==> src/rtl/wpa_pkg.sv <==
// ----------------------------------------------------------------------------
// wpa_pkg
// Shared types and constants of the weighted pixel accumulator.
// ----------------------------------------------------------------------------
package wpa_pkg;

  localparam int unsigned MaxWidthDefault  = 1280;
  localparam int unsigned MaxHeightDefault = 720;

  localparam int unsigned XW   = 11;
  localparam int unsigned YW   = 10;
  localparam int unsigned CW   = 16;
  localparam int unsigned SW   = 32;
  localparam int unsigned QD   = 4;
  localparam int unsigned IW   = 25;

  localparam logic [1:0] CmdAdd   = 2'd0;
  localparam logic [1:0] CmdRead  = 2'd1;
  localparam logic [1:0] CmdClear = 2'd2;
  localparam logic [1:0] CmdNop   = 2'd3;

  localparam logic CfgWidth  = 1'b0;
  localparam logic CfgHeight = 1'b1;

  typedef enum logic [1:0] {
    OpAdd,
    OpRead,
    OpClear
  } op_e;

  // classified word passed from front to back; index width is fixed at 25
  // bits, which covers 4096 x 4096
  typedef struct packed {
    op_e           op;
    logic          in_area;
    logic [IW-1:0] index;
    logic [IW-1:0] count;
    logic [CW-1:0] red;
    logic [CW-1:0] green;
    logic [CW-1:0] blue;
    logic [CW-1:0] weight;
  } op_t;

  typedef struct packed {
    logic [CW-1:0] red;
    logic [CW-1:0] green;
    logic [CW-1:0] blue;
    logic          zero_weight;
    logic          overflowed;
  } res_t;

endpackage

==> src/rtl/wpa_queue.sv <==
// ----------------------------------------------------------------------------
// wpa_queue
// Small first-in first-out queue of words between front and back.
// ----------------------------------------------------------------------------
module wpa_queue #(
  parameter int unsigned Width = 8
) (
  input  logic             clk_i,
  input  logic             rst_ni,
  input  logic             wr_valid_i,
  output logic             wr_ready_o,
  input  logic [Width-1:0] wr_data_i,
  output logic             rd_valid_o,
  input  logic             rd_ready_i,
  output logic [Width-1:0] rd_data_o
);

  localparam int unsigned Aw = $clog2(wpa_pkg::QD);

  logic [Width-1:0] mem_q [wpa_pkg::QD];
  logic [Aw-1:0]    wp_q, rp_q;
  logic [Aw:0]      cnt_q;
  logic             wr, rd;

  assign wr_ready_o = cnt_q != (Aw+1)'(wpa_pkg::QD);
  assign rd_valid_o = cnt_q != '0;
  assign wr         = wr_valid_i && wr_ready_o;
  assign rd         = rd_valid_o && rd_ready_i;
  assign rd_data_o  = mem_q[rp_q];

  always_ff @(posedge clk_i or negedge rst_ni) begin
    if (!rst_ni) begin
      wp_q  <= '0;
      rp_q  <= '0;
      cnt_q <= '0;
    end else begin
      if (wr) wp_q <= wp_q + 1'b1;
      if (rd) rp_q <= rp_q + 1'b1;
      cnt_q <= cnt_q + (Aw+1)'(wr) - (Aw+1)'(rd);
    end
  end

  always_ff @(posedge clk_i) begin
    if (wr) mem_q[wp_q] <= wr_data_i;
  end

endmodule

==> config.mk <==
export PLATFORM = sky130hd
export DESIGN_NAME = wpa_queue
export DESIGN_NICKNAME = d
export VERILOG_FILES = /design/src/rtl/wpa_pkg.sv /design/src/rtl/wpa_queue.sv
export SDC_FILE = /design/constraint.sdc
export NUM_CORES = 1
export LEC_CHECK = 0
export ABC_AREA = 1
export BUFFER_PORTS_ARGS = -buffer_cell sky130_fd_sc_hd__clkbuf_2
export CORE_MARGIN = 3
export CORE_UTILIZATION = 51
export DETAILED_ROUTE_END_ITERATION = 8
export MAX_ROUTING_LAYER = met4
export PLACE_DENSITY = 0.74
export SETUP_SLACK_MARGIN = 0.4
export SYNTH_ARGS = -nofsm -noshare
export SYNTH_HDL_FRONTEND = slang
export SYNTH_SLANG_ARGS = --single-unit
==> constraint.sdc <==
create_clock -name clk_i -period 1.8 [get_ports clk_i]
set_input_delay 0.36 -clock clk_i [delete_from_list [all_inputs] [get_ports clk_i]]
set_output_delay 0.36 -clock clk_i [all_outputs]
set_load 0.05 [all_outputs]
# Word-level counts from Yosys, hierarchy flattened
# Memories as Yosys holds them, arrays and structs flattened.
# Index checks and enable logic that the tools add are counted.
[classes]
addsub = 4
eq_ne = 1
mux = 2
reduce_logical = 3
[op_table]
columns = ["operator", "count"]
rows = [
  ["$add 2x1->2 const B", 2],
  ["$add 3x1->3", 1],
  ["$ne 3x3->1 const B", 1],
  ["$reduce_bool 3->1", 1],
  ["$sub 3x1->3", 1],
  ["$logic_and 1x1->1", 2],
  ["$mux 1", 2],
]
[totals]
wordCells = 14
mem_count = 1
out_inout_bits = 10
ramBits = 32
reg_bits = 7
[mem_list]
columns = ["name", "depth", "word_bits", "rd", "rd_ports_with_merged_regs", "wr", "line_no", "source"]
rows = [
  ["mem_q", 4, 8, 1, 0, 1, "wpa_queue.sv:20", "logic [Width-1:0] mem_q [wpa_pkg::QD];"],
]

# Depth between registers and ports, before layout
[depth]
ltp_word = 4
depth_mapped = 12
depth_no_buf = 12

# Worst setup path after synthesis
# OpenSTA, ideal clock, no wires.
[synth_timing]
path_kind = "register to register"
startpoint = "register cnt_q[1]"
endpoint = "register cnt_q[2]"
setup_ps = 117
period_less_slack_ps = 2210
arrival_time_ps = 2094
setup_slack_ps = -410
required_ps = 1683
path_stages_with_launch = 12
n_path_buf = 0
cell_sequence = "dfrtp_1 -> nor2_2 -> nand2_1 -> nand2_1 -> inv_1 -> ha_1 -> inv_1 -> ha_1 -> inv_1 -> fa_1 -> nand3_1 -> nand2_1"
[synth_via]
elab_cells_between_ends = 6
classes_between = "add/sub (2); eq/ne (1); reduce/logical (3)"
[synth_lines]
columns = ["item", "line_no", "source"]
rows = [
  ["start: declaration", "wpa_queue.sv:22", "logic [Aw:0] cnt_q;"],
  ["start signal: assignment", "wpa_queue.sv:39", "cnt_q <= cnt_q + (Aw+1)'(wr) - (Aw+1)'(rd);"],
  ["$reduce_bool 3->1", "wpa_queue.sv:26", "assign rd_valid_o = cnt_q != '0;"],
  ["via rd_valid_o", "wpa_queue.sv:13", "output logic rd_valid_o,"],
  ["$logic_and 1x1->1", "wpa_queue.sv:28", "assign rd = rd_valid_o && rd_ready_i;"],
  ["via rd", "wpa_queue.sv:23", "logic wr, rd;"],
  ["$sub 3x1->3", "wpa_queue.sv:39", ""],
]
# The timed path passes the listed nets, and every way through them passes these cells.
# A chain may end at the register's enable or synchronous reset.

# Worst setup path after layout
[layout_timing]
startpoint = "register cnt_q[0]"
endpoint = "register cnt_q[1]"
[layout_via]
elab_cells_between_ends = 6
classes_between = "add/sub (2); eq/ne (1); reduce/logical (3)"
[layout_lines]
columns = ["item", "line_no"]
rows = [
  ["$reduce_bool 3->1", "wpa_queue.sv:26"],
  ["$logic_and 1x1->1", "wpa_queue.sv:28"],
  ["via rd", "wpa_queue.sv:23"],
  ["$sub 3x1->3", "wpa_queue.sv:39"],
]
# The timed path passes the listed nets, and every way through them passes these cells.

==> impl_metrics.py <==
metrics = {
    "setup_path": {
        "cp_max_fo": 2,
        "worstPathRequired_ns": 2.05,
        "rr_startpoint": "cnt_q[0]$_DFF_PN0_",
        "worstPathArrival_ns": 2.13,
        "worstRegToRegCells": 10,
        "r2r_slack_ns": -0.08,
        "rr_endpoint": "cnt_q[1]$_DFF_PN0_",
        "cp-end-kind": "flip-flop",
        "startpoint_type": "flip-flop",
        "critPathKind": "flip-flop to flip-flop",
    },
    "run": {
        "drv_cap": 0,
    },
    "hold_path": {
        "worstHoldEndpoint": "mem_q[0][0]$_DFFE_PP_",
        "hold_depth": 1,
        "hp-class": "primary input to flip-flop",
        "min_from": "wr_data_i[0]",
    },
    "cts": {
        "htreeDepth": 2,
        "cts_root_buf": "clkbuf_4",
        "clock_latency_ns": 0.34,
        "numCtsBuffers": 5,
        "cts_tree": "built",
        "clk_pin_slew_worst_paths_ns": 0.11,
        "clockBufferDepth": 2,
        "clkSinkCount": 39,
    },
    "sta": {
        "worst_pin_slew_ns": 0.290,
        "drv_slew": 0,
        "max_slew_margin_pct": 80.6,
        "rsz0062_at_grt": "yes",
        "setup_tns_ns": -0.226,
        "setup_slack_ns": -0.0776,
        "fmax_mhz": 533,
        "setup_viol": 9,
        "finalClockSkew_ns": 0.0135,
        "min_period_ns": 1.88,
        "period_share_pct": 104,
        "whs_ns": 0.234,
        "hold_viol": 0,
    },
    "logic_synthesis": {
        "synthTopCellsByArea": "edfxtp_1 (56%), dfrtp_1 (10%), nand2_1 (8.9%), inv_1 (5.0%), ha_1 (4.4%)",
        "async_flop_share_pct": 17.9,
        "syn_area_per_cell_um2": 10.8,
        "yosys_warnings": 0,
        "syn_area_um2": 1720,
        "synthCells": 159,
        "synth_enable_flop_cells": 32,
        "synth.most_common_cell": "nand2_1",
        "ys_ff_latch": 39,
        "yosysTopAreaCell": "edfxtp_1",
        "synthFlopType": "edfxtp_1",
        "synthesis.nets": 178,
        "synth.top_cell.area_share_pct": 55.8,
        "ys_types": 15,
        "ys_seq_area_share_pct": 65.9,
        "yosys-top-cells-count": "nand2_1 (41), edfxtp_1 (32), inv_1 (23)",
    },
    "global_route": {
        "grt_max_degree": 19,
        "track_usage_pct": 19.4,
        "antenna_found_initial": 0,
        "grt_pass1_wl_um": 5610,
        "grt_pass1_vias": 1195,
        "grt-ovfl-total": 0,
    },
    "placed_design": {
        "globalplace.congestion": 0.705,
        "dp_cells": 226,
        "io_buffer_count": 21,
        "dp_hpwl_um": 2130,
        "place_ws_ns": -0.164,
        "place_area_um2": 1940,
    },
    "pwr": {
        "leakage_nw": 1.05,
        "ir_drop_v": 0.000882,
        "pwr_density_cell_nw_per_um2": 1890,
        "finalPower_mw": 4.55,
    },
    "floorplan": {
        "core_um2": 3130,
        "die-area_um2": 4110,
        "fp.dieH_um": 64.1,
        "io_pins": 22,
        "start_util_pct": 55.1,
        "rows": 20,
        "dieWidth_um": 64.1,
    },
    "final_layout": {
        "finalNetCount": 225,
        "antenna_cells": 0,
        "layoutNonFillerInstCount": 251,
        "area_growth_pct": 40.0,
        "drive_gt1_share_pct": 40.6,
        "final_core_util_pct": 77.1,
        "fill_cells": 193,
        "final_area_um2": 2410,
    },
    "route": {
        "drcViolationCount": 0,
        "first_pass_iters": 4,
        "drt_iter0_drc": 48,
        "dr_total_vias": 1228,
        "vias_per_cell": 4.89,
        "wire_per_inst_um": 14.9,
        "antenna_left": 0,
        "routed_wl_um": 3750,
    },
    "run_status": {
        "violations": "negative setup slack",
        "outcome": "finished, violations left",
    },
}
[sequential cells by signal, indices dropped and copies added, names as in the netlist]
signal / cells
wp_q: 2
rp_q: 2
cnt_q: 3
mem_q: 32
[where the power goes]
part	switching, mW	internal [mW]
logic	1.59	1.20
clock network	0.262	0.145
registers	0.138	1.22
total	1.99	2.56
[layout make-up]
type | instances | area, µm² | area share (%)
flip-flops and latches | 39 | 1140 | 47.1
multi-input cells | 92 | 588 | 24.4
repair buffers | 44 | 488 | 20.2
inverters | 24 | 95.1 | 3.94
well taps | 44 | 55.1 | 2.28
clock buffers | 6 | 41.3 | 1.71
clock inverters | 2 | 7.51 | 0.311
[per-layer routing]
layer	part of all wire, %	routed length (µm)	up-vias	track usage (%)
li1	-	-	607	-
met1	40	1500	585	21.5
met4	1.9	71	0	8.97
met3	3.7	138	7	4.04
met2	54	2040	29	33.5
met5	0	0	-	-
[cells in the final DEF (no fill, tap or decap), drive strengths merged]
cell and instances:
buf 29, clkbuf 20, clkinv 2, dfrtp 7, dlygate4sd3 1, edfxtp 32, fa 1, ha 6
inv 24, nand2 43, nand3 5, nor2 21, o21ai 16
[repair_timing]
| item | 4_1_cts | 5_1_grt |
|---|---|---|
| endpoints found under the setup margin | 37 | 46 |
| hold buffers | 1 | 0 |
| pin swaps | 3 | 4 |
| setup buffers | 10 | 6 |
| gates resized for setup | 54 | 24 |
| endpoints found under the hold margin | 7 | 0 |
[worst max path at each step]
| stage | startpoint | endpoint | slack, ns |
|---|---|---|---|
| finish | cnt_q[0]$_DFF_PN0_ | cnt_q[1]$_DFF_PN0_ | -0.08 |
| global placement | cnt_q[0]$_DFF_PN0_ | cnt_q[2]$_DFF_PN0_ | -0.001 |
| floorplan | cnt_q[1]$_DFF_PN0_ | cnt_q[2]$_DFF_PN0_ | -0.13 |
| CTS | rp_q[0]$_DFFE_PN0P_ | rd_data_o[3] | -0.04 |
| detailed placement | cnt_q[0]$_DFF_PN0_ | cnt_q[2]$_DFF_PN0_ | -0.16 |
| global route | cnt_q[0]$_DFF_PN0_ | cnt_q[1]$_DFF_PN0_ | -0.14 |
[logic make-up (layout without fill, tap and decap cells)]
| logic type | Yosys count | in the layout | synth area share [%] |
|---|---|---|---|
| compound gates | 16 | 16 | 4.65 |
| fa+ha+maj | 7 | 7 | 5.52 |
| buf+inv | 28 | 76 | 7.62 |
| flops | 39 | 39 | 65.9 |
| simple gates | 69 | 69 | 16.3 |
[worst max-delay path, stage by stage, from the launching register on]
cell	delay (ns)
dfrtp_1	0.43
nor2_4	0.17
nand2_4	0.08
nand2_4	0.07
inv_2	0.04
ha_4	0.21
inv_4	0.05
ha_4	0.12
inv_2	0.04
fa_2	0.53
inv_1	0.04
No activity file was read; power rests on OpenSTA's default activity.
