### src/rtl/wpa_pkg.sv
// ----------------------------------------------------------------------------
// wpa_pkg
// Shared types and constants of the weighted pixel accumulator.
// ----------------------------------------------------------------------------
package wpa_pkg;

  localparam int unsigned MaxWidthDefault  = 1280;
  localparam int unsigned MaxHeightDefault = 720;

  localparam int unsigned XW   = 11;
  localparam int unsigned YW   = 10;
  localparam int unsigned CW   = 16;
  localparam int unsigned SW   = 32;
  localparam int unsigned QD   = 4;
  localparam int unsigned IW   = 25;

  localparam logic [1:0] CmdAdd   = 2'd0;
  localparam logic [1:0] CmdRead  = 2'd1;
  localparam logic [1:0] CmdClear = 2'd2;
  localparam logic [1:0] CmdNop   = 2'd3;

  localparam logic CfgWidth  = 1'b0;
  localparam logic CfgHeight = 1'b1;

  typedef enum logic [1:0] {
    OpAdd,
    OpRead,
    OpClear
  } op_e;

  // classified word passed from front to back; index width is fixed at 25
  // bits, which covers 4096 x 4096
  typedef struct packed {
    op_e           op;
    logic          in_area;
    logic [IW-1:0] index;
    logic [IW-1:0] count;
    logic [CW-1:0] red;
    logic [CW-1:0] green;
    logic [CW-1:0] blue;
    logic [CW-1:0] weight;
  } op_t;

  typedef struct packed {
    logic [CW-1:0] red;
    logic [CW-1:0] green;
    logic [CW-1:0] blue;
    logic          zero_weight;
    logic          overflowed;
  } res_t;

endpackage

### src/rtl/wpa_front.sv
// ----------------------------------------------------------------------------
// wpa_front
// Accepts commands, holds configuration, computes pixel index and bounds.
// Two stages: multiply and width/height check, then index sum and depth check.
// ----------------------------------------------------------------------------
module wpa_front #(
  parameter int unsigned MaxWidth  = wpa_pkg::MaxWidthDefault,
  parameter int unsigned MaxHeight = wpa_pkg::MaxHeightDefault
) (
  input  logic                  clk_i,
  input  logic                  rst_ni,
  input  logic                  cfg_we_i,
  input  logic                  cfg_index_i,
  input  logic [wpa_pkg::XW-1:0] cfg_data_i,
  input  logic                  push_i,
  output logic                  full_o,
  input  logic [1:0]            command_i,
  input  logic [wpa_pkg::XW-1:0] pixel_x_i,
  input  logic [wpa_pkg::YW-1:0] pixel_y_i,
  input  logic [wpa_pkg::CW-1:0] sample_red_i,
  input  logic [wpa_pkg::CW-1:0] sample_green_i,
  input  logic [wpa_pkg::CW-1:0] sample_blue_i,
  input  logic [wpa_pkg::CW-1:0] sample_weight_i,
  output logic                  op_valid_o,
  input  logic                  op_ready_i,
  output wpa_pkg::op_t          op_o
);

  localparam logic [wpa_pkg::IW-1:0] Depth = wpa_pkg::IW'(MaxWidth * MaxHeight);

  logic [wpa_pkg::XW-1:0] width_q;
  logic [wpa_pkg::YW-1:0] height_q;

  logic                   s1_valid_q;
  logic [1:0]             s1_cmd_q;
  logic                   s1_in_q;
  logic [21:0]            s1_prod_q;
  logic [20:0]            s1_area_q;
  logic [wpa_pkg::XW-1:0] s1_x_q;
  logic [wpa_pkg::CW-1:0] s1_r_q, s1_g_q, s1_b_q, s1_w_q;
  logic                   s2_valid_q;
  wpa_pkg::op_t           s2_q;
  wpa_pkg::op_t           s2_d;
  logic                   s2_free, s1_adv, take;
  logic [wpa_pkg::IW-1:0] idx;

  assign s2_free = !s2_valid_q || op_ready_i;
  assign s1_adv  = s1_valid_q && s2_free;
  assign full_o  = s1_valid_q && !s2_free;
  assign take    = push_i && !full_o;

  always_comb begin
    idx = wpa_pkg::IW'(s1_x_q) + wpa_pkg::IW'(s1_prod_q);
    s2_d = '0;
    s2_d.in_area = s1_in_q && (idx < Depth);
    s2_d.index   = idx;
    s2_d.count   = (wpa_pkg::IW'(s1_area_q) > Depth) ? Depth : wpa_pkg::IW'(s1_area_q);
    s2_d.red     = s1_r_q;
    s2_d.green   = s1_g_q;
    s2_d.blue    = s1_b_q;
    s2_d.weight  = s1_w_q;
    case (s1_cmd_q)
      wpa_pkg::CmdAdd:  s2_d.op = wpa_pkg::OpAdd;
      wpa_pkg::CmdRead: s2_d.op = wpa_pkg::OpRead;
      default:          s2_d.op = wpa_pkg::OpClear;
    endcase
  end

  always_ff @(posedge clk_i or negedge rst_ni) begin
    if (!rst_ni) begin
      width_q    <= wpa_pkg::XW'(1280);
      height_q   <= wpa_pkg::YW'(720);
      s1_valid_q <= 1'b0;
      s2_valid_q <= 1'b0;
    end else begin
      if (cfg_we_i) begin
        if (cfg_index_i == wpa_pkg::CfgWidth) width_q <= cfg_data_i;
        else height_q <= cfg_data_i[wpa_pkg::YW-1:0];
      end
      if (s2_free) s2_valid_q <= s1_adv;
      if (!full_o) s1_valid_q <= take && (command_i != wpa_pkg::CmdNop);
    end
  end

  always_ff @(posedge clk_i) begin
    if (take) begin
      s1_cmd_q  <= command_i;
      s1_in_q   <= (pixel_x_i < width_q) && (pixel_y_i < height_q);
      s1_prod_q <= 22'(width_q) * 22'(pixel_y_i);
      s1_area_q <= 21'(width_q) * 21'(height_q);
      s1_x_q    <= pixel_x_i;
      s1_r_q    <= sample_red_i;
      s1_g_q    <= sample_green_i;
      s1_b_q    <= sample_blue_i;
      s1_w_q    <= sample_weight_i;
    end
    if (s1_adv) s2_q <= s2_d;
  end

  assign op_valid_o = s2_valid_q;
  assign op_o       = s2_q;

endmodule

### config.mk
export PLATFORM = sky130hd
export DESIGN_NAME = wpa_front
export DESIGN_NICKNAME = d
export VERILOG_FILES = /design/src/rtl/wpa_pkg.sv /design/src/rtl/wpa_front.sv
export SDC_FILE = /design/constraint.sdc
export NUM_CORES = 1
export LEC_CHECK = 0
export BUFFER_PORTS_ARGS = -buffer_cell sky130_fd_sc_hd__buf_2
export CELL_PAD_IN_SITES_DETAIL_PLACEMENT = 1
export CELL_PAD_IN_SITES_GLOBAL_PLACEMENT = 2
export CORE_MARGIN = 2
export CORE_UTILIZATION = 40
export CTS_CLUSTER_SIZE = 16
export DETAILED_ROUTE_END_ITERATION = 10
export PLACE_DENSITY_LB_ADDON = 0.08
export SLEW_MARGIN = 5
export SYNTH_ARGS = -nofsm -noshare
export SYNTH_HDL_FRONTEND = slang
export SYNTH_SLANG_ARGS = --single-unit
### constraint.sdc
create_clock -name clk_i -period 6.4 [get_ports clk_i]
set_input_delay 0 -clock clk_i [delete_from_list [all_inputs] [get_ports clk_i]]
set_output_delay 0 -clock clk_i [all_outputs]
set_load 0.02 [all_outputs]
# Word level (Yosys, flattened, before mapping)
# Cells that the tools add are included.
# W data, S select, Z words.
op_classes:
  bitwise_logic: 1
  mux: 1
  reduce_logical: 13
  n_div: 0
  shift: 0
  n_addsub: 1
  n_eq_ne: 2
  n_mul: 2
  magnitude_cmp: 4
ops:
  columns: ["op", "count"]
  rows:
  - ["$mul A11 B10 Y21", 2]
  - ["$add A11 B21 Y22", 1]
  - ["$lt A22 B20 Y1 const B", 1]
  - ["$gt A21 B20 Y1 const B", 1]
  - ["$lt A11 B11 Y1", 1]
  - ["$lt A10 B10 Y1", 1]
  - ["$logic_and A1 B1 Y1", 6]
  - ["$pmux W2 S2", 1]
  - ["$reduce_and A2 Y1", 2]
  - ["$logic_not A1 Y1", 3]
  - ["$eq A2 B1 Y1 const B", 1]
  - ["$logic_not A2 Y1", 1]
  - ["$ne A2 B2 Y1 const B", 1]
  - ["$logic_or A1 B1 Y1", 1]
  - ["$not A1 Y1", 1]
word_totals:
  ramBits: 0
  latchBits: 0
  rom_bits: 0
  in_bits: 104
  ff_bits: 260
  mem_count: 0
  wordCells: 46
  out_inout_bits: 119

# Logic depth before layout (Yosys ltp)
# Gate-level depths: netlist of the first run.
logic_depth:
  ltp_word: 7
  depth_mapped: 21
  ltp_nobuf: 20

# Least setup slack after synthesis of the first run
# Ideal clock, no wire load.
synth_path:
  path_kind: "register to register"
  startpoint: "register width_q[5] (netlist bit)"
  endpoint: "register s1_area_q[19], data pin"
  t_required_ns: 6.138
  path_stages_with_launch: 22
  path_slack_ns: 0.873
  setup_time_ns: 0.262
  arrival_ns: 5.265
  period_less_slack_ns: 5.527
  n_path_buf: 1
  path_cell_list: "dfrtp_1 -> clkbuf_1 -> nand2_1 -> fa_1 -> inv_1 -> fa_1 -> inv_1 -> fa_1 -> inv_1 -> fa_1 -> inv_1 -> fa_1 -> inv_1 -> ha_1 -> a21o_1 -> a21oi_1 -> nor2_1 -> a31oi_1 -> o21ai_1 -> o41ai_1 -> mux2i_1 -> nand3_1"
synth_via:
  elab_chain_len: 1
synth_rtl:
  columns: ["element", "line_no", "text"]
  rows:
  - ["start, declared", "wpa_front.sv:31", "logic [wpa_pkg::XW-1:0] width_q;"]
  - ["start signal, assigned", "wpa_front.sv:71", "width_q <= wpa_pkg::XW'(1280);"]
  - ["start signal, assigned", "wpa_front.sv:77", "if (cfg_index_i == wpa_pkg::CfgWidth) width_q <= cfg_data_i;"]
  - ["$mul A11 B10 Y21", "wpa_front.sv:90", "s1_area_q <= 21'(width_q) * 21'(height_q);"]
  - ["end signal, assigned", "wpa_front.sv:90", null]
  - ["end, declared", "wpa_front.sv:38", "logic [20:0] s1_area_q;"]
# Every way passes these cells.
# A chain may end at the register's enable or synchronous reset.

# Worst setup path in the final report of the first run
layout_path:
  startpoint: "register height_q[6] (netlist bit)"
  endpoint: "register s1_area_q[19], data pin"
layout_via:
  elab_chain_len: 1
layout_rtl:
  columns: ["element", "line_no", "text"]
  rows:
  - ["start, declared", "wpa_front.sv:32", "logic [wpa_pkg::YW-1:0] height_q;"]
  - ["start signal, assigned", "wpa_front.sv:72", "height_q <= wpa_pkg::YW'(720);"]
  - ["start signal, assigned", "wpa_front.sv:78", "else height_q <= cfg_data_i[wpa_pkg::YW-1:0];"]
  - ["$mul A11 B10 Y21", "wpa_front.sv:90", null]
# Every way passes these cells.

==> run metrics, run 1 <==
register area share after synthesis 0.4601; Slew Viols, Final 0; WP data required 6.70 ns; Remaining DRCs 0; initial antenna violation count 1; ratio of cells with drive above 1 in the final layout 0.1790; gp weighted congestion 0.8421; synthesized area per cell 12.17 sq um; Chip Width 205.7 microns; Routed WL 40.93 mm; Setup TNS 0 ns; reg2reg setup slack 0.47 ns; core region area 39910 sq um; DR vias/cell 4.941; DR pass1 iterations 4; Hold WC Path Type input pin to flip-flop; Synth Cell Area 16280 sq um; ys async rst share 0.09091; Power Density 459.9 nW/um^2; I/O Buffers 215; pre-CTS setup slack 0.4395 ns; CTS tree done; area growth from synthesis to layout 22.86%; Core Rows 73; worst hold slack 0.09705 ns; Highest Clock Rate 168.8 MHz; CTS clk-pin slew, worst paths 0.07 ns; Post-Synth Adder-Cell Area 0.2826; Final Cycle Share 0.9258; max-cap viol count 0; Total GRT Usage 0.1971; Num CTS Buffers 28; Rel. slew slack 0.2088; count of final hold-check violations 0; Final WS setup 0.4747 ns; global-route wire length before repair 64.52 mm; I/O pin total 223; CTS sink count 253; Starting Density 0.4078; largest family of logic cells by synthesized area adder cells; setup repair bufs after CTS 0; crit path launch type flip-flop; grt total ovfl 0; post-synth cell types 55; Most used DFF post-synth edfxtp_1; FILL cells 4251; multiplexer share of the synthesized area 0.008225; Synth Area in Simple Gates 0.1143; H-tree depth 1; Pleak 9.068 nW; number of synthesized flops with an enable pin 230; Gate Count Post-Synth 1337; clock skew 0.02829 ns; Post-CTS Hold Buffers 110; routed vias 10960; CTS max path bufs 3; crit-path max FO 8; CP Class flip-flop to flip-flop; Finished Cell Area 20000 sq um; net count reported at finish 2063; compound-gate portion of the synthesized area 0.05496; element type at the critical path end flip-flop; RSZ-0062 raised after global routing false; full die area 42320 sq um; largest net degree at the start of global routing 91; Die Span Y 205.7 microns; Finish-stage setup viols 0; initial DRC count 449; DP HPWL 30.60 mm; Synth Warn # 0; Max IR drop VDD 0.0003222 V; status complete, no violations; Avg WL per Cell 18.45 microns; Crit path arrival time 6.22 ns; Post-Place Cell Area 17990 sq um; ANT nets after route 0; Period minus WS final 5.925 ns; PostCTS Resize Cnt 0; later-pin clock latency in the skew report 0.55 ns; xor and xnor area share after synthesis 0.02744; clock root buffer clkbuf_16; vias in the first global route 11760; FF+latch count, synth 253; Slew @ Worst Pin 1.187 ns
-- sequential cells by signal (all words and copies together), names as in the netlist, 2 cells and up --
signal and count:
width_q 11, s1_prod_q 21, op_o 110, s1_b_q 16
height_q 10, s1_cmd_q 2, s1_x_q 11, s1_area_q 21
s1_g_q 16, s1_w_q 16, s1_r_q 16
-- cell families after synthesis --
kind of cell | Yosys count
compound gates | 132
xor+xnor | 51
fa+ha+maj | 283
buf+inv | 219
flops | 253
mux | 12
other cells | 1
simple gates | 386
-- cell usage after synthesis, types with 7 or more instances --
| cell type | count | area share |
|---|---|---|
| edfxtp_1 | 230 | 0.42 |
| inv_1 | 169 | 0.039 |
| ha_1 | 142 | 0.11 |
| fa_1 | 141 | 0.17 |
| nand2_1 | 132 | 0.030 |
| and2_1 | 97 | 0.037 |
| nor2_1 | 85 | 0.020 |
| xnor2_1 | 38 | 0.020 |
| clkbuf_1 | 33 | 0.0076 |
| a21oi_1 | 32 | 0.0098 |
| a21o_1 | 25 | 0.012 |
| o21ai_0 | 19 | 0.0058 |
| dfrtp_1 | 17 | 0.026 |
| xor2_1 | 13 | 0.0070 |
| nand3_1 | 12 | 0.0037 |
| mux2_2 | 11 | 0.0076 |
| and3_1 | 10 | 0.0038 |
| clkinv_1 | 10 | 0.0023 |
| nor3_1 | 10 | 0.0031 |
| o21a_1 | 10 | 0.0046 |
| o21bai_1 | 9 | 0.0042 |
| a211oi_1 | 7 | 0.0032 |
| buf_4 | 7 | 0.0032 |
| nand2b_1 | 7 | 0.0027 |
| nor4_1 | 7 | 0.0027 |
-- routing by layer --
layer,wire length [microns],track usage
met1,19010,0.2750
met2,19350,0.3315
met3,2106,0.02740
met4,467,0.03366
met5,0,0
-- worst paths after layout --
path	start	to	cells past startpoint
max in group asynchronous	rst_ni	width_q[1]$_DFFE_PN0P_	4
worst max-delay path	height_q[6]$_DFFE_PN1P_	s1_area_q[19]$_DFFE_PP_	20
worst min register to register	s1_g_q[15]$_DFFE_PP_	op_o[47]$_DFFE_PP_	0
worst max register to register	height_q[6]$_DFFE_PN1P_	s1_area_q[19]$_DFFE_PP_	20
worst min-delay path	cfg_we_i	width_q[2]$_DFFE_PN0P_	5
min in group asynchronous	rst_ni	width_q[3]$_DFFE_PN0P_	3
-- cells in the final DEF, fill, tap and decap left out, drive strengths merged, types with 5 or more instances in the layout --
cell type / netlist / routed
buf: 7 / 232
dlygate4sd3: 0 / 110
a21oi: 32 / 32
conb: 1 / 8
nor4: 7 / 7
clkinv: 10 / 20
o21ai: 23 / 23
nor2b: 7 / 7
dfstp: 6 / 6
o21a: 10 / 10
nand3: 12 / 12
nor2: 85 / 85
edfxtp: 230 / 230
nand4: 5 / 5
xor2: 13 / 13
xnor2: 38 / 38
mux2: 11 / 11
nor3: 10 / 10
a211oi: 9 / 9
o21bai: 9 / 9
nand2b: 7 / 7
ha: 142 / 142
dfrtp: 17 / 17
and2: 97 / 97
and3: 10 / 10
a21o: 25 / 25
or2: 5 / 5
fa: 141 / 141
inv: 169 / 170
nand2: 132 / 132
clkbuf: 33 / 31
-- report_power, final --
| part | switching, mW | leakage (nW) | total, mW | internal (mW) |
|---|---|---|---|---|
| sequential | 0.174 | 2.48 | 2.57 | 2.39 |
| clock | 0.646 | 0.435 | 1.58 | 0.938 |
| combinational | 2.84 | 6.15 | 5.05 | 2.20 |
-- worst max-delay path: stages (launching register included) --
cell	delay, ns
dfstp_2	0.60
clkinv_1	0.30
nor2_1	0.24
fa_1	0.42
ha_1	0.29
inv_1	0.05
fa_1	0.53
inv_1	0.05
fa_1	0.54
inv_1	0.06
fa_1	0.52
inv_1	0.04
ha_1	0.36
a21o_1	0.20
a21oi_1	0.19
nor2_1	0.07
a31oi_1	0.13
o21ai_1	0.13
o41ai_1	0.59
mux2i_1	0.26
nand3_1	0.08
-- through the flow --
step	cells	utilization	total power [mW]
floorplan	1344	-	6.466
global placement	2061	0.4508	7.595
detailed placement	2061	0.4508	7.659
CTS	2218	0.5008	9.367
global route	2218	0.5010	10.11
finish	2219	0.5010	9.197
-- area by class of cell --
class	count	area (sq um)	share of cell area
Clock inverter	16	161.4	0.008071
Inverter	179	671.9	0.03360
Timing Repair Buffer	342	2305	0.1152
Antenna cell	1	2.502	0.0001251
Tap cell	525	656.9	0.03285
Multi-Input combinational cell	872	7978	0.3989
Sequential cell	253	7490	0.3745
Clock buffer	31	733.2	0.03666
Note: power is estimated with default switching activity, not from simulation.
==> run 2, diff against run 1 <==
--- a/config.mk
+++ b/config.mk
@@ -5,11 +5,12 @@
 export SDC_FILE = /design/constraint.sdc
 export NUM_CORES = 1
 export LEC_CHECK = 0
+export ABC_AREA = 1
 export BUFFER_PORTS_ARGS = -buffer_cell sky130_fd_sc_hd__buf_2
 export CELL_PAD_IN_SITES_DETAIL_PLACEMENT = 1
 export CELL_PAD_IN_SITES_GLOBAL_PLACEMENT = 2
 export CORE_MARGIN = 2
-export CORE_UTILIZATION = 40
+export CORE_UTILIZATION = 38
 export CTS_CLUSTER_SIZE = 16
 export DETAILED_ROUTE_END_ITERATION = 10
 export PLACE_DENSITY_LB_ADDON = 0.08
==> run metrics, run 2 <==
CP max stage cell dfrtp_1; CTS sink count 253; Crit path arrival time 5.75 ns; I/O Buffers 215; net count reported at finish 2394; I/O pin total 223; count of final hold-check violations 0; synthesized area per cell 10.07 sq um; share of the synthesized area in the top cell type 0.4023; xor and xnor area share after synthesis 0.02398; vias in the first global route 13180; Synth Warn # 0; Remaining DRCs 0; WP data required 6.70 ns; Placed Cells 2474; Power Density 404.7 nW/um^2; metal2 WL 20.87 mm; Slew Viols, Final 0; Setup TNS 0 ns; later-pin clock latency in the skew report 0.56 ns; Avg WL per Cell 16.93 microns; Total GRT Usage 0.1917; Most used DFF post-synth edfxtp_1; global-route wire length before repair 71.38 mm; ys async rst share 0.09091; element type at the critical path end flip-flop; ANT nets after route 0; Routed WL 44.38 mm; Post-Synth Adder-Cell Area 0.2679; Gate Count Post-Synth 1705; WL met1 21.26 mm; most used cell, CP fa_1; most frequent cell after synthesis nand2_1; post-synth cell types 46; register area share after synthesis 0.4363; commonest cells after routing, fill and taps aside 412 x nand2_1, 393 x inv_1, 230 x edfxtp_1; Hold WC Path Type input pin to flip-flop; CTS max path bufs 3; grt total ovfl 0; Starting Density 0.3865; clock root buffer clkbuf_16; Buf+Inv Stages, Crit Path 4; Max IR drop VDD 0.0001944 V; DR vias/cell 4.703; crit path launch type flip-flop; Core Rows 77; Largest register FFs 110; gp weighted congestion 0.7951; max-cap viol count 0; DR top layer met4; Chip Width 216.6 microns; H-tree depth 1; Num CTS Buffers 28; RSZ-0062 raised after global routing false; critical path cell sequence nand2_1 > fa_1 > fa_1 > inv_1 > fa_1 > fa_1 > inv_1 > fa_1 > inv_1 > ha_1 > nand2_1 > nor2_1 > inv_1 > a21oi_1 > or2_1 > a21oi_2 > o21ai_1 > xor2_1; area growth from synthesis to layout 20.63%; Synth Cell Area 17170 sq um; initial DRC count 508; ratio of cells with drive above 1 in the final layout 0.1464; core region area 44410 sq um; Finish-stage setup viols 0; full die area 46890 sq um; Slew @ Worst Pin 0.9491 ns; setup repair bufs after CTS 0; multiplexer share of the synthesized area 0; Rel. slew slack 0.3673; area leader, netlist edfxtp_1; Finished Core Util 0.4663; Period minus WS final 5.445 ns; crit-path max FO 22; clock skew 0.03104 ns; compound-gate portion of the synthesized area 0.04198; Area contributors post-synth edfxtp_1 40%, fa_1 16%, ha_1 10%; CTS clk-pin slew, worst paths 0.06 ns; Pleak 10.66 nW; Die Span Y 216.6 microns; routed vias 12330; FF+latch count, synth 253; most common cell after layout, fill and taps aside nand2_1; final std cells w/o fill 2622; number of synthesized flops with an enable pin 230; met3 routed WL 1.769 mm; Synth Area in Simple Gates 0.1286; DP HPWL 33.99 mm; cell family with most CP delay adder cells; Final Cycle Share 0.8508; DR pass1 iterations 5; initial antenna violation count 2; largest net degree at the start of global routing 73; commonest cells in the netlist 412 x nand2_1, 394 x inv_1, 230 x edfxtp_1; CTS tree done; Highest Clock Rate 183.7 MHz; status complete, no violations; CP Class flip-flop to flip-flop; crit-path max cell delay 0.96 ns; largest family of logic cells by synthesized area adder cells
==> run 2: cell types whose count changed after synthesis, moves of 11 or more <==
| cell | delta |
|---|---|
| xor2_1 | +23 |
| and2_1 | -94 |
| nand2_1 | +280 |
| o21ai_0 | +12 |
| nor2_1 | -26 |
| a21oi_1 | +19 |
| mux2_2 | -11 |
| nand3_1 | +22 |
| inv_1 | +225 |
| a21o_1 | -23 |
| xnor2_1 | -27 |
| clkbuf_1 | +14 |
==> run 2: cells by family (layout without fill, tap and decap cells) <==
group	count (synthesis)	after routing
other cells	1	9
fa+ha+maj	283	283
simple gates	549	549
flops	253	253
buf+inv	451	768
compound gates	121	121
xor+xnor	47	47
==> run 2: report_power, final <==
group | switching, mW | internal, mW | total, mW
sequential | 0.203 | 2.31 | 2.51
combinational | 2.74 | 1.57 | 4.31
clock | 0.672 | 0.891 | 1.56
total | 3.62 | 4.77 | 8.38
==> run 2: worst register-to-register path, cell delays in order, from the launching register on <==
cell and delay (ns):
dfrtp_1 0.96, nand2_1 0.20, fa_1 0.55, fa_1 0.50
inv_1 0.06, fa_1 0.44, fa_1 0.53, inv_1 0.06
fa_1 0.52, inv_1 0.04, ha_1 0.34, nand2_1 0.13
nor2_1 0.06, inv_1 0.07, a21oi_1 0.05, or2_1 0.25
a21oi_2 0.19, o21ai_1 0.10, xor2_1 0.16
==> run 2: area by class of cell <==
| cell class | instances | area [sq um] |
|---|---|---|
| multi-input cells | 1008 | 7981 |
| diodes | 1 | 2.502 |
| well taps | 592 | 740.7 |
| repair buffers | 321 | 2110 |
| flip-flops and latches | 253 | 7490 |
| clock buffers | 31 | 711.9 |
| fillers | 4993 | 23710 |
| clock inverters | 21 | 187.7 |
| inverters | 395 | 1485 |
==> run 2: stage by stage <==
stage	cell area, sq um	power (mW)	hold slack, ns	setup WS [ns]
floorplan	17200	5.626	-0.2956	1.437
global placement	18860	6.801	0.03913	1.092
detailed placement	18860	6.846	0.04865	0.9173
CTS	20710	8.513	0.08133	0.9093
global route	20710	9.189	0.1438	0.6048
finish	20710	8.382	0.1074	0.9551
==> run 2: timing repair <==
item / in CTS / in global routing
gates resized for setup: 0 / 0
hold buffers: 95 / 0
hold endpoints to repair: 125 / 0
setup endpoints to repair: 0 / 0
==> run 2: routing by layer <==
layer,vias to the layer above,track usage
met5,-,0
met4,0,0.02763
met3,33,0.02330
met2,259,0.3235
met1,6136,0.2709
li1,5903,-
==> run 2: worst paths after layout <==
| kind | from | to | slack, ns | depth (start not counted) |
|---|---|---|---|---|
| max in group asynchronous | rst_ni | width_q[1]$_DFFE_PN0P_ | 4.53 | 4 |
| min reg2reg | s1_g_q[8]$_DFFE_PP_ | op_o[40]$_DFFE_PP_ | 0.41 | 0 |
| max | width_q[3]$_DFFE_PN0P_ | s1_area_q[14]$_DFFE_PP_ | 0.96 | 18 |
| min in group asynchronous | rst_ni | s1_valid_q$_DFFE_PN0N_ | 0.43 | 3 |
| max reg2reg | width_q[3]$_DFFE_PN0P_ | s1_area_q[14]$_DFFE_PP_ | 0.96 | 18 |
| min | cfg_index_i | height_q[7]$_DFFE_PN1P_ | 0.11 | 4 |
